## config.mk

```make
export PLATFORM = sky130hd
export DESIGN_NAME = flv_avc_tag_to_annexb
export DESIGN_NICKNAME = d
export VERILOG_FILES = /design/src/rtl/fa2b_pkg.sv /design/src/rtl/fa2b_front.sv /design/src/rtl/fa2b_cmd_fifo.sv /design/src/rtl/fa2b_back.sv /design/src/rtl/flv_avc_tag_to_annexb.sv
export SDC_FILE = /design/constraint.sdc
export NUM_CORES = 1
export LEC_CHECK = 0
export BUFFER_PORTS_ARGS = -buffer_cell sky130_fd_sc_hd__buf_2
export CORE_AREA = 5 5 203 205
export CTS_CLUSTER_SIZE = 40
export DETAILED_ROUTE_END_ITERATION = 6
export DIE_AREA = 0 0 208 210
export PLACE_DENSITY = 0.66
export RECOVER_POWER = 100
export SYNTH_ARGS = -nofsm -noshare
export SYNTH_HDL_FRONTEND = slang
export SYNTH_SLANG_ARGS = --single-unit
```

## constraint.sdc

```tcl
create_clock -name clk -period 6.6 [get_ports clk]
set_clock_uncertainty 0.2 [all_clocks]
set_input_delay 1.32 -clock clk [delete_from_list [all_inputs] [get_ports clk]]
set_output_delay 1.32 -clock clk [all_outputs]
set_load 0.01 [all_outputs]
```

## src/rtl/fa2b_pkg.sv

```systemverilog
// ----------------------------------------------------------------------------
// fa2b_pkg
// Types and constants for the FLV AVC tag to Annex-B converter.
// ----------------------------------------------------------------------------
package fa2b_pkg;

    typedef enum logic [4:0] {
        PH_FIRST  = 5'b00001,
        PH_HEAD   = 5'b00010,
        PH_PREFIX = 5'b00100,
        PH_BODY   = 5'b01000,
        PH_DROP   = 5'b10000
    } phase_t;

    typedef enum logic [1:0] {
        OP_ONE   = 2'd0,
        OP_TRUNC = 2'd1,
        OP_START = 2'd2
    } op_t;

    localparam logic [1:0] KIND_HDR   = 2'd0;
    localparam logic [1:0] KIND_BYTE  = 2'd1;
    localparam logic [1:0] KIND_UNSUP = 2'd2;
    localparam logic [1:0] KIND_TRUNC = 2'd3;

    localparam logic [3:0] CODEC_AVC    = 4'd7;
    localparam logic [7:0] PT_NALU      = 8'd1;
    localparam logic [2:0] PREFIX_RESET = 3'd4;
    localparam logic [2:0] PREFIX_MIN   = 3'd1;
    localparam logic [2:0] PREFIX_MAX   = 3'd4;
    localparam logic [1:0] HDR_LAST     = 2'd3;
    localparam logic [1:0] SC_LAST      = 2'd3;

    typedef struct packed {
        logic [7:0] in_byte;
        logic       tag_end;
    } in_t;

    typedef struct packed {
        logic [1:0]  kind;
        logic [7:0]  data_byte;
        logic [3:0]  frame_type;
        logic [3:0]  codec_id;
        logic [7:0]  packet_type;
        logic [23:0] composition_time;
        logic        run_last;
        logic        tag_done;
    } out_t;

    typedef struct packed {
        op_t  op;
        out_t res;
    } cmd_t;

    typedef struct packed {
        logic full;
        logic empty;
    } fifo_stat_t;

    // start code 00 00 00 01
    function automatic logic [7:0] start_byte(input logic [1:0] idx);
        logic [7:0] b;
        b = (idx == SC_LAST) ? 8'd1 : 8'd0;
        return b;
    endfunction

endpackage

```

## src/rtl/fa2b_front.sv

```systemverilog
// ----------------------------------------------------------------------------
// fa2b_front
// Tag parser: tracks the tag phase and turns each byte into a command word.
// ----------------------------------------------------------------------------
module fa2b_front (
    input  logic          clk,
    input  logic          rst_n,
    input  logic          cfg_we,
    input  logic [2:0]    cfg_data,
    input  logic          acc,
    input  fa2b_pkg::in_t in_word,
    output logic          cmd_vld,
    output fa2b_pkg::cmd_t cmd
);
    import fa2b_pkg::*;

    phase_t      phase_reg, phase_next;
    logic [1:0]  hdr_cnt_reg, hdr_cnt_next;
    logic [1:0]  pfx_cnt_reg, pfx_cnt_next;
    logic [31:0] nal_reg, nal_next;
    logic [3:0]  ft_reg, ft_next;
    logic [3:0]  cid_reg, cid_next;
    logic [7:0]  pt_reg, pt_next;
    logic [23:0] ct_reg, ct_next;
    logic [2:0]  pfx_reg;

    logic [2:0]  need;
    logic [2:0]  got;
    logic [31:0] nal_acc;
    logic [31:0] nal_dec;
    logic [7:0]  b;
    logic        tend;

    assign b    = in_word.in_byte;
    assign tend = in_word.tag_end;
    assign got  = {1'b0, pfx_cnt_reg} + 3'd1;
    assign nal_acc = {nal_reg[23:0], b};
    assign nal_dec = nal_reg - 32'd1;

    always_comb
    begin
        if (pfx_reg < PREFIX_MIN)
            need = PREFIX_MIN;
        else if (pfx_reg > PREFIX_MAX)
            need = PREFIX_MAX;
        else
            need = pfx_reg;
    end

    always_comb
    begin
        phase_next   = phase_reg;
        hdr_cnt_next = hdr_cnt_reg;
        pfx_cnt_next = pfx_cnt_reg;
        nal_next     = nal_reg;
        ft_next      = ft_reg;
        cid_next     = cid_reg;
        pt_next      = pt_reg;
        ct_next      = ct_reg;
        cmd_vld      = 1'b0;
        cmd          = '0;
        cmd.op       = OP_ONE;

        case (phase_reg)
            PH_FIRST:
            begin
                ft_next      = b[7:4];
                cid_next     = b[3:0];
                pt_next      = '0;
                ct_next      = '0;
                hdr_cnt_next = '0;
                pfx_cnt_next = '0;
                nal_next     = '0;
                cmd.res.frame_type = b[7:4];
                cmd.res.codec_id   = b[3:0];
                cmd.res.tag_done   = 1'b1;
                if (b[3:0] != CODEC_AVC)
                begin
                    cmd_vld      = 1'b1;
                    cmd.res.kind = KIND_UNSUP;
                    phase_next   = PH_DROP;
                end
                else
                begin
                    cmd_vld      = tend;
                    cmd.res.kind = KIND_TRUNC;
                    phase_next   = PH_HEAD;
                end
            end
            PH_HEAD:
            begin
                if (hdr_cnt_reg == 2'd0)
                    pt_next = b;
                else
                    ct_next = {ct_reg[15:0], b};
                cmd.res.frame_type = ft_reg;
                cmd.res.codec_id   = cid_reg;
                if (hdr_cnt_reg == HDR_LAST)
                begin
                    hdr_cnt_next = '0;
                    cmd_vld      = 1'b1;
                    cmd.res.kind = KIND_HDR;
                    cmd.res.packet_type      = pt_next;
                    cmd.res.composition_time = ct_next;
                    cmd.res.tag_done = tend || (pt_next != PT_NALU);
                    phase_next = (pt_next == PT_NALU) ? PH_PREFIX : PH_DROP;
                end
                else
                begin
                    hdr_cnt_next     = hdr_cnt_reg + 2'd1;
                    cmd_vld          = tend;
                    cmd.res.kind     = KIND_TRUNC;
                    cmd.res.tag_done = 1'b1;
                end
            end
            PH_PREFIX:
            begin
                nal_next = nal_acc;
                cmd.res.frame_type       = ft_reg;
                cmd.res.codec_id         = cid_reg;
                cmd.res.packet_type      = pt_reg;
                cmd.res.composition_time = ct_reg;
                cmd.res.kind             = KIND_TRUNC;
                cmd.res.tag_done         = 1'b1;
                if (got >= need)
                begin
                    pfx_cnt_next = '0;
                    if (tend && (nal_acc != 32'd0))
                        cmd_vld = 1'b1;
                    else
                    begin
                        cmd_vld          = 1'b1;
                        cmd.op           = OP_START;
                        cmd.res.frame_type       = '0;
                        cmd.res.codec_id         = '0;
                        cmd.res.packet_type      = '0;
                        cmd.res.composition_time = '0;
                        cmd.res.tag_done = tend;
                        phase_next = (nal_acc != 32'd0) ? PH_BODY : PH_PREFIX;
                    end
                end
                else
                begin
                    pfx_cnt_next = got[1:0];
                    cmd_vld      = tend;
                end
            end
            PH_BODY:
            begin
                nal_next          = nal_dec;
                cmd_vld           = 1'b1;
                cmd.res.data_byte = b;
                if (tend && (nal_dec != 32'd0))
                begin
                    cmd.op                   = OP_TRUNC;
                    cmd.res.kind             = KIND_TRUNC;
                    cmd.res.frame_type       = ft_reg;
                    cmd.res.codec_id         = cid_reg;
                    cmd.res.packet_type      = pt_reg;
                    cmd.res.composition_time = ct_reg;
                    cmd.res.tag_done         = 1'b1;
                end
                else
                begin
                    cmd.res.kind     = KIND_BYTE;
                    cmd.res.tag_done = tend;
                end
                if (nal_dec == 32'd0)
                    phase_next = PH_PREFIX;
            end
            PH_DROP:
            begin
                cmd_vld = 1'b0;
            end
            default:
            begin
                phase_next = PH_FIRST;
            end
        endcase

        if (tend)
        begin
            phase_next   = PH_FIRST;
            hdr_cnt_next = '0;
            pfx_cnt_next = '0;
            nal_next     = '0;
        end
    end

    always_ff @(posedge clk or negedge rst_n)
    begin
        if (!rst_n)
        begin
            phase_reg   <= PH_FIRST;
            hdr_cnt_reg <= '0;
            pfx_cnt_reg <= '0;
            nal_reg     <= '0;
            ft_reg      <= '0;
            cid_reg     <= '0;
            pt_reg      <= '0;
            ct_reg      <= '0;
        end
        else if (acc)
        begin
            phase_reg   <= phase_next;
            hdr_cnt_reg <= hdr_cnt_next;
            pfx_cnt_reg <= pfx_cnt_next;
            nal_reg     <= nal_next;
            ft_reg      <= ft_next;
            cid_reg     <= cid_next;
            pt_reg      <= pt_next;
            ct_reg      <= ct_next;
        end
    end

    always_ff @(posedge clk or negedge rst_n)
    begin
        if (!rst_n)
            pfx_reg <= PREFIX_RESET;
        else if (cfg_we)
            pfx_reg <= cfg_data;
    end

endmodule

```

## src/rtl/fa2b_cmd_fifo.sv

```systemverilog
// ----------------------------------------------------------------------------
// fa2b_cmd_fifo
// Short command queue between the parser and the result generator.
// ----------------------------------------------------------------------------
module fa2b_cmd_fifo #(
    parameter int DEPTH = 4
) (
    input  logic                clk,
    input  logic                rst_n,
    input  logic                wr_en,
    input  fa2b_pkg::cmd_t      wr_data,
    input  logic                rd_en,
    output fa2b_pkg::cmd_t      rd_data,
    output fa2b_pkg::fifo_stat_t stat
);
    import fa2b_pkg::*;

    localparam int PW = (DEPTH > 1) ? $clog2(DEPTH) : 1;
    localparam int CW = $clog2(DEPTH + 1);
    localparam logic [PW-1:0] PTR_LAST = PW'(DEPTH - 1);
    localparam logic [CW-1:0] CNT_FULL = CW'(DEPTH);

    cmd_t          mem_reg [DEPTH];
    logic [PW-1:0] wr_ptr_reg, wr_ptr_next;
    logic [PW-1:0] rd_ptr_reg, rd_ptr_next;
    logic [CW-1:0] cnt_reg, cnt_next;
    logic          do_wr, do_rd;

    assign stat.full  = (cnt_reg == CNT_FULL);
    assign stat.empty = (cnt_reg == '0);
    assign do_wr   = wr_en && !stat.full;
    assign do_rd   = rd_en && !stat.empty;
    assign rd_data = mem_reg[rd_ptr_reg];

    always_comb
    begin
        wr_ptr_next = wr_ptr_reg;
        rd_ptr_next = rd_ptr_reg;
        cnt_next    = cnt_reg;
        if (do_wr)
            wr_ptr_next = (wr_ptr_reg == PTR_LAST) ? '0 : wr_ptr_reg + PW'(1);
        if (do_rd)
            rd_ptr_next = (rd_ptr_reg == PTR_LAST) ? '0 : rd_ptr_reg + PW'(1);
        if (do_wr && !do_rd)
            cnt_next = cnt_reg + CW'(1);
        else if (do_rd && !do_wr)
            cnt_next = cnt_reg - CW'(1);
    end

    always_ff @(posedge clk or negedge rst_n)
    begin
        if (!rst_n)
        begin
            wr_ptr_reg <= '0;
            rd_ptr_reg <= '0;
            cnt_reg    <= '0;
        end
        else
        begin
            wr_ptr_reg <= wr_ptr_next;
            rd_ptr_reg <= rd_ptr_next;
            cnt_reg    <= cnt_next;
        end
    end

    always_ff @(posedge clk)
    begin
        if (do_wr)
            mem_reg[wr_ptr_reg] <= wr_data;
    end

endmodule

```

## src/rtl/fa2b_back.sv

```systemverilog
// ----------------------------------------------------------------------------
// fa2b_back
// Result generator: expands command words into result words.
// ----------------------------------------------------------------------------
module fa2b_back (
    input  logic                 clk,
    input  logic                 rst_n,
    input  fa2b_pkg::cmd_t       head,
    input  fa2b_pkg::fifo_stat_t stat,
    output logic                 cmd_pop,
    input  logic                 pop,
    output logic                 empty,
    output fa2b_pkg::out_t       out_word
);
    import fa2b_pkg::*;

    logic       ovld_reg, ovld_next;
    out_t       res_reg;
    logic [1:0] idx_reg, idx_next;
    out_t       res;
    logic       last;
    logic       load;

    always_comb
    begin
        res          = head.res;
        res.run_last = 1'b0;
        last         = 1'b1;
        case (head.op)
            OP_ONE:
            begin
                last = 1'b1;
            end
            OP_TRUNC:
            begin
                if (idx_reg == 2'd0)
                begin
                    res.kind             = KIND_BYTE;
                    res.frame_type       = '0;
                    res.codec_id         = '0;
                    res.packet_type      = '0;
                    res.composition_time = '0;
                    res.tag_done         = 1'b0;
                    last                 = 1'b0;
                end
                else
                    res.data_byte = '0;
            end
            OP_START:
            begin
                last          = (idx_reg == SC_LAST);
                res.kind      = KIND_BYTE;
                res.data_byte = start_byte(idx_reg);
                res.tag_done  = head.res.tag_done && last;
            end
            default:
            begin
                last = 1'b1;
            end
        endcase
        res.run_last = last;
    end

    assign load    = !stat.empty && (!ovld_reg || pop);
    assign cmd_pop = load && last;
    assign empty   = !ovld_reg;
    assign out_word = res_reg;

    always_comb
    begin
        idx_next  = idx_reg;
        ovld_next = ovld_reg;
        if (load)
        begin
            idx_next  = last ? 2'd0 : idx_reg + 2'd1;
            ovld_next = 1'b1;
        end
        else if (pop)
            ovld_next = 1'b0;
    end

    always_ff @(posedge clk or negedge rst_n)
    begin
        if (!rst_n)
        begin
            ovld_reg <= 1'b0;
            idx_reg  <= '0;
        end
        else
        begin
            ovld_reg <= ovld_next;
            idx_reg  <= idx_next;
        end
    end

    always_ff @(posedge clk)
    begin
        if (load)
            res_reg <= res;
    end

endmodule

```

## src/rtl/flv_avc_tag_to_annexb.sv

```systemverilog
// A taken byte's command enters the command queue and is expanded into result
// words in out_word. Throughput: one tag byte per cycle while not full; results
// leave one per cycle while popped, so a byte ending a length prefix expands to
// four words (start code) and a NAL byte truncating a tag to two, the command
// queue absorbing the burst. Reset: rst_n is asynchronous; parser, queue and
// output go empty, pfx_reg returns to 4. No clearing pass.
// ----------------------------------------------------------------------------
// flv_avc_tag_to_annexb
// FLV AVC video tag body to Annex-B byte stream converter, top level.
// ----------------------------------------------------------------------------
module flv_avc_tag_to_annexb #(
    parameter int CMD_DEPTH = 4
) (
    input  logic           clk,
    input  logic           rst_n,
    input  logic           push,
    output logic           full,
    input  fa2b_pkg::in_t  in_word,
    output logic           empty,
    input  logic           pop,
    output fa2b_pkg::out_t out_word,
    input  logic           cfg_valid,
    output logic           cfg_ready,
    input  logic [2:0]     cfg_data
);
    import fa2b_pkg::*;

    logic       acc;
    logic       cmd_vld;
    cmd_t       cmd;
    cmd_t       head;
    fifo_stat_t stat;
    logic       cmd_pop;

    assign cfg_ready = 1'b1;
    assign full      = stat.full;
    assign acc       = push && !stat.full;

    fa2b_front u_front (
        .clk      (clk),
        .rst_n    (rst_n),
        .cfg_we   (cfg_valid && cfg_ready),
        .cfg_data (cfg_data),
        .acc      (acc),
        .in_word  (in_word),
        .cmd_vld  (cmd_vld),
        .cmd      (cmd)
    );

    fa2b_cmd_fifo #(
        .DEPTH (CMD_DEPTH)
    ) u_fifo (
        .clk     (clk),
        .rst_n   (rst_n),
        .wr_en   (acc && cmd_vld),
        .wr_data (cmd),
        .rd_en   (cmd_pop),
        .rd_data (head),
        .stat    (stat)
    );

    fa2b_back u_back (
        .clk      (clk),
        .rst_n    (rst_n),
        .head     (head),
        .stat     (stat),
        .cmd_pop  (cmd_pop),
        .pop      (pop),
        .empty    (empty),
        .out_word (out_word)
    );

endmodule

```

==> summary.md <==
| Metric | Value |
|---|---|
| Per-cell routed wire length | `19.7 µm` |
| Hold-fix buffers at CTS | `0` |
| Largest incremental delay on the critical path | `870 ps` |
| MaxCap Viol Count | `7` |
| Cell depth of the worst setup path | `10` |
| Multiplexer share of the synthesized area | `0.0877` |
| Most used routing layer | `met2` |
| Syn. warnings | `0` |
| Post-synthesis adder-cell area fraction | `0.0159` |
| Final sum of negative setup slack | `0 ps` |
| Die span in x | `208 µm` |
| Register-to-register setup slack | `1390 ps` |
| Area delta synth->final | `12.7%` |
| Total number of clock tree sinks | `358` |
| Gpl congestion | `around 0.9` |
| Unique masters post-synth | `60` |
| Static leakage | `6.23 nW` |
| Final hold vios | `0` |
| FF-to-FF path depth | `10` |
| Final Hold Slack | `289 ps` |
| Clock insertion delay at the later pin of the skew report | `530 ps` |
| Total Die Area | `43,700 µm²` |
| Simple-gate share of the synthesized area | `0.109` |
| Global router's overall resource usage | `0.151` |
| Combinational family with the most area after synthesis | `simple AND/OR/NAND/NOR gates` |
| Critical Path Most Common Cell | `o211ai_1` |
| Violated checks | `capacitance limit, slew limit` |
| Cells resized by post-CTS repair | `0` |
| Slew @ Worst Pin | `2880 ps` |
| Post-route setup slack | `1390 ps` |
| Total of endpoints with negative setup slack in the final report | `0` |
| Worst IR Drop VDD | `0.237 mV` |
| Global-route wire length before repair | `53,400 µm` |
| Portion of the clock cycle consumed by the worst path in the final layout | `0.789` |
| Placement row count | `73` |
| Clock slew at reported path FFs | `60 ps` |
| Power per cell area | `411 nW/µm²` |
| Final max-slew violation count | `around 310` |
| Area share of the largest cell type after synthesis | `0.515` |
| Number of antenna-violating nets in the routed design | `0` |
| Clock tree from TritonCTS | `yes` |
| Total Power | `roughly 7.1 mW` |
| Cell type contributing the most total cell area after synthesis | `edfxtp_1` |
| Series of cell instances along the critical path | `inv_1 > ha_1 > nor3b_1 > nand4_1 > o31ai_1 > o211ai_1 > or4_1 > o211ai_1 > nand3b_1 > a22o_1` |
| Max Buffers Root-to-Sink | `3` |
| Cell count after synthesis | `approximately 1,100` |
| Height of the die | `210 µm` |
| Crit path max fanout | `24` |
| Most used flip-flop cell after synthesis | `edfxtp_1` |
| Fin nets | `1,178` |
| Met2 usage in global routing | `0.245` |
| Layout filler cell count | `between 3,000 and 4,000` |
| Xor and xnor fraction of the mapped netlist area | `0.00399` |
| Register area share after synthesis | `0.668` |
| Outcome | `finished with violations` |
| Yosys reg bits | `358` |
| Clock buffer count from CTS | `39` |
| HPWL Detailed | `21,500 µm` |
| Flip-flop count of the largest register, all copies and words added | `212` |
| Max-slew headroom | `-0.921` |
| Count of boundary I/O pins | `between 70 and 80` |
| Most numerous cell types in the synthesized netlist | `edfxtp_1, nand2_1, dfrtp_1` |
| Worst min-delay path category | `reg2reg` |
| Post-CTS setup-driven buffer insertion count | `0` |
| Fraction of layout cells with a size suffix above 1 | `0.131` |
| CP delay by family, top | `simple AND/OR/NAND/NOR gates` |
| Effective utilization at floorplan | `0.392` |
| Buf/Inv on CP | `1` |
| Total wirelength of the detailed-routed design | `33,500 µm` |
| Via density per instance | `5.42` |
| Number of detailed-routing iterations run before antenna repair | `6` |
| Number of enable flip-flop cells after synthesis | `264` |
| Number of buffers added on ports | `70` |
| Cells taking the most area after synthesis | `edfxtp_1, dfrtp_1, mux4_2` |
| Detailed-route via count | `9,201` |
| GRT Residual Overflow | `0` |
| Reg area | `10,300 µm²` |
| Number of global-route vias before repair | `9,231` |
| Final critical delay including setup and external delays | `roughly 5200 ps` |
| # DRC | `0` |
| CTS H-tree lvls | `2` |
| Maximum number of pins on one net before global-route repair | `just under 60` |
| Data arrival time of the worst path | `between 5000 and 6000 ps` |
| Setup Slack @ Placement | `1790 ps` |
| Synth Area in Compound Gates | `0.0923` |
| Most frequent cell after synthesis | `edfxtp_1` |
| Fraction of registers with async set or reset after synthesis | `0.263` |
| Met3 usage in global routing | `0.0316` |
| Global Route met1 Usage | `0.213` |
| Core footprint | `a little under 40,000 µm²` |
| Highest-delay cell along the critical path | `nor3b_1` |
| Critical path endpoint category | `flop` |
| Number of cells on the worst hold path | `1` |
| Highest clock frequency the design can meet | `192 MHz` |
| Crit path launch type | `flop` |
| Setup repair after global routing missed its margin | `false` |
| Initial antenna violation count | `2` |
| Synthesized area | `between 15,000 and 20,000 µm²` |
| CTS Root Cell | `clkbuf_16` |
| Synth Area per Inst | `14.2 µm²` |
| Post-Synthesis Net Count | `1,120` |
| Worst Path Class, Setup | `reg2reg` |
| Worst EP required | `6650 ps` |
| Multi-input logic area | `~4800 µm²` |
| Detailed Route Iter0 Violations | `756` |
## stage by stage
stage / std cells / instance area (µm²) / util
finish: 1697 / 17300 / 0.442
global route: 1696 / 17300 / 0.441
CTS: 1696 / 17500 / 0.445
detailed placement: 1626 / 16300 / 0.415
global placement: 1626 / 16300 / 0.415
floorplan: 1084 / 15400 / -
## cell type report
cell class	count	area share
sequential	358	0.593
timing repair buffer	85	0.0211
multi-input combinational	635	0.274
inverter	23	0.00498
clock buffer	49	0.0584
tap	525	0.0379
clock inverter	21	0.00988
antenna	1	0.000144
## worst register-to-register path: cells and delay by family (launching register included)
kind	cells	cell delay (ps)
AO/OA/AOI/OAI	4	1430
buffers and inverters	1	90
adder cells (fa/ha/maj)	1	220
flip-flops	1	460
AND/OR/NAND/NOR	4	2530
## routing by layer
layer / vias to the layer above / wire length, µm
li1: 4269 / -
met1: 4621 / 15000
met2: 264 / 15900
met3: 45 / 2090
met4: 2 / 513
met5: - / 7
## worst paths after layout
path	to	from
min in group asynchronous	u_front.nal_reg[31]	rst_n
worst max-delay path	u_fifo.mem_reg[1][9]	u_front.nal_reg[0]
worst max register to register	u_fifo.mem_reg[1][9]	u_front.nal_reg[0]
worst min register to register	u_fifo.cnt_reg[2]	u_fifo.cnt_reg[2]
max in group asynchronous	u_front.ft_reg[1]	rst_n
worst min-delay path	u_fifo.cnt_reg[2]	u_fifo.cnt_reg[2]
## placed cells by master, fill, tap and decap left out, types with 5 or more instances in the layout
| cell type | n |
|---|---|
| and3_1 | 6 |
| edfxtp_1 | 264 |
| o21ai_0 | 89 |
| o31ai_1 | 6 |
| buf_4 | 8 |
| mux2_2 | 12 |
| or3_1 | 6 |
| o211ai_1 | 5 |
| nor3b_1 | 5 |
| clkbuf_1 | 73 |
| nand2b_1 | 8 |
| ha_1 | 18 |
| nor2_1 | 33 |
| mux4_2 | 53 |
| nand3_1 | 16 |
| nor2b_1 | 50 |
| nand2_1 | 121 |
| nor4_1 | 16 |
| buf_2 | 12 |
| a32oi_1 | 7 |
| and2_0 | 8 |
| clkbuf_16 | 39 |
| a211oi_1 | 6 |
| nand4_1 | 5 |
| a21oi_1 | 20 |
| or4_1 | 8 |
| a22o_1 | 41 |
| dfrtp_1 | 90 |
| inv_1 | 23 |
| clkinv_1 | 10 |
| nor3_1 | 22 |
| a22oi_1 | 16 |
## cells by family after synthesis
group,Yosys count
mux,67
compound gates,214
xor+xnor,7
other cells,1
flops,358
buf+inv,91
simple gates,327
fa+ha+maj,19
## report_power, final
group | internal [mW] | switching [mW] | total [mW]
registers | 3.07 | 0.144 | 3.22
clock network | 1.17 | 0.847 | 2.02
logic | 0.761 | 1.13 | 1.89
total | 5.01 | 2.12 | 7.13
Note: power is estimated with default switching activity, not from simulation.
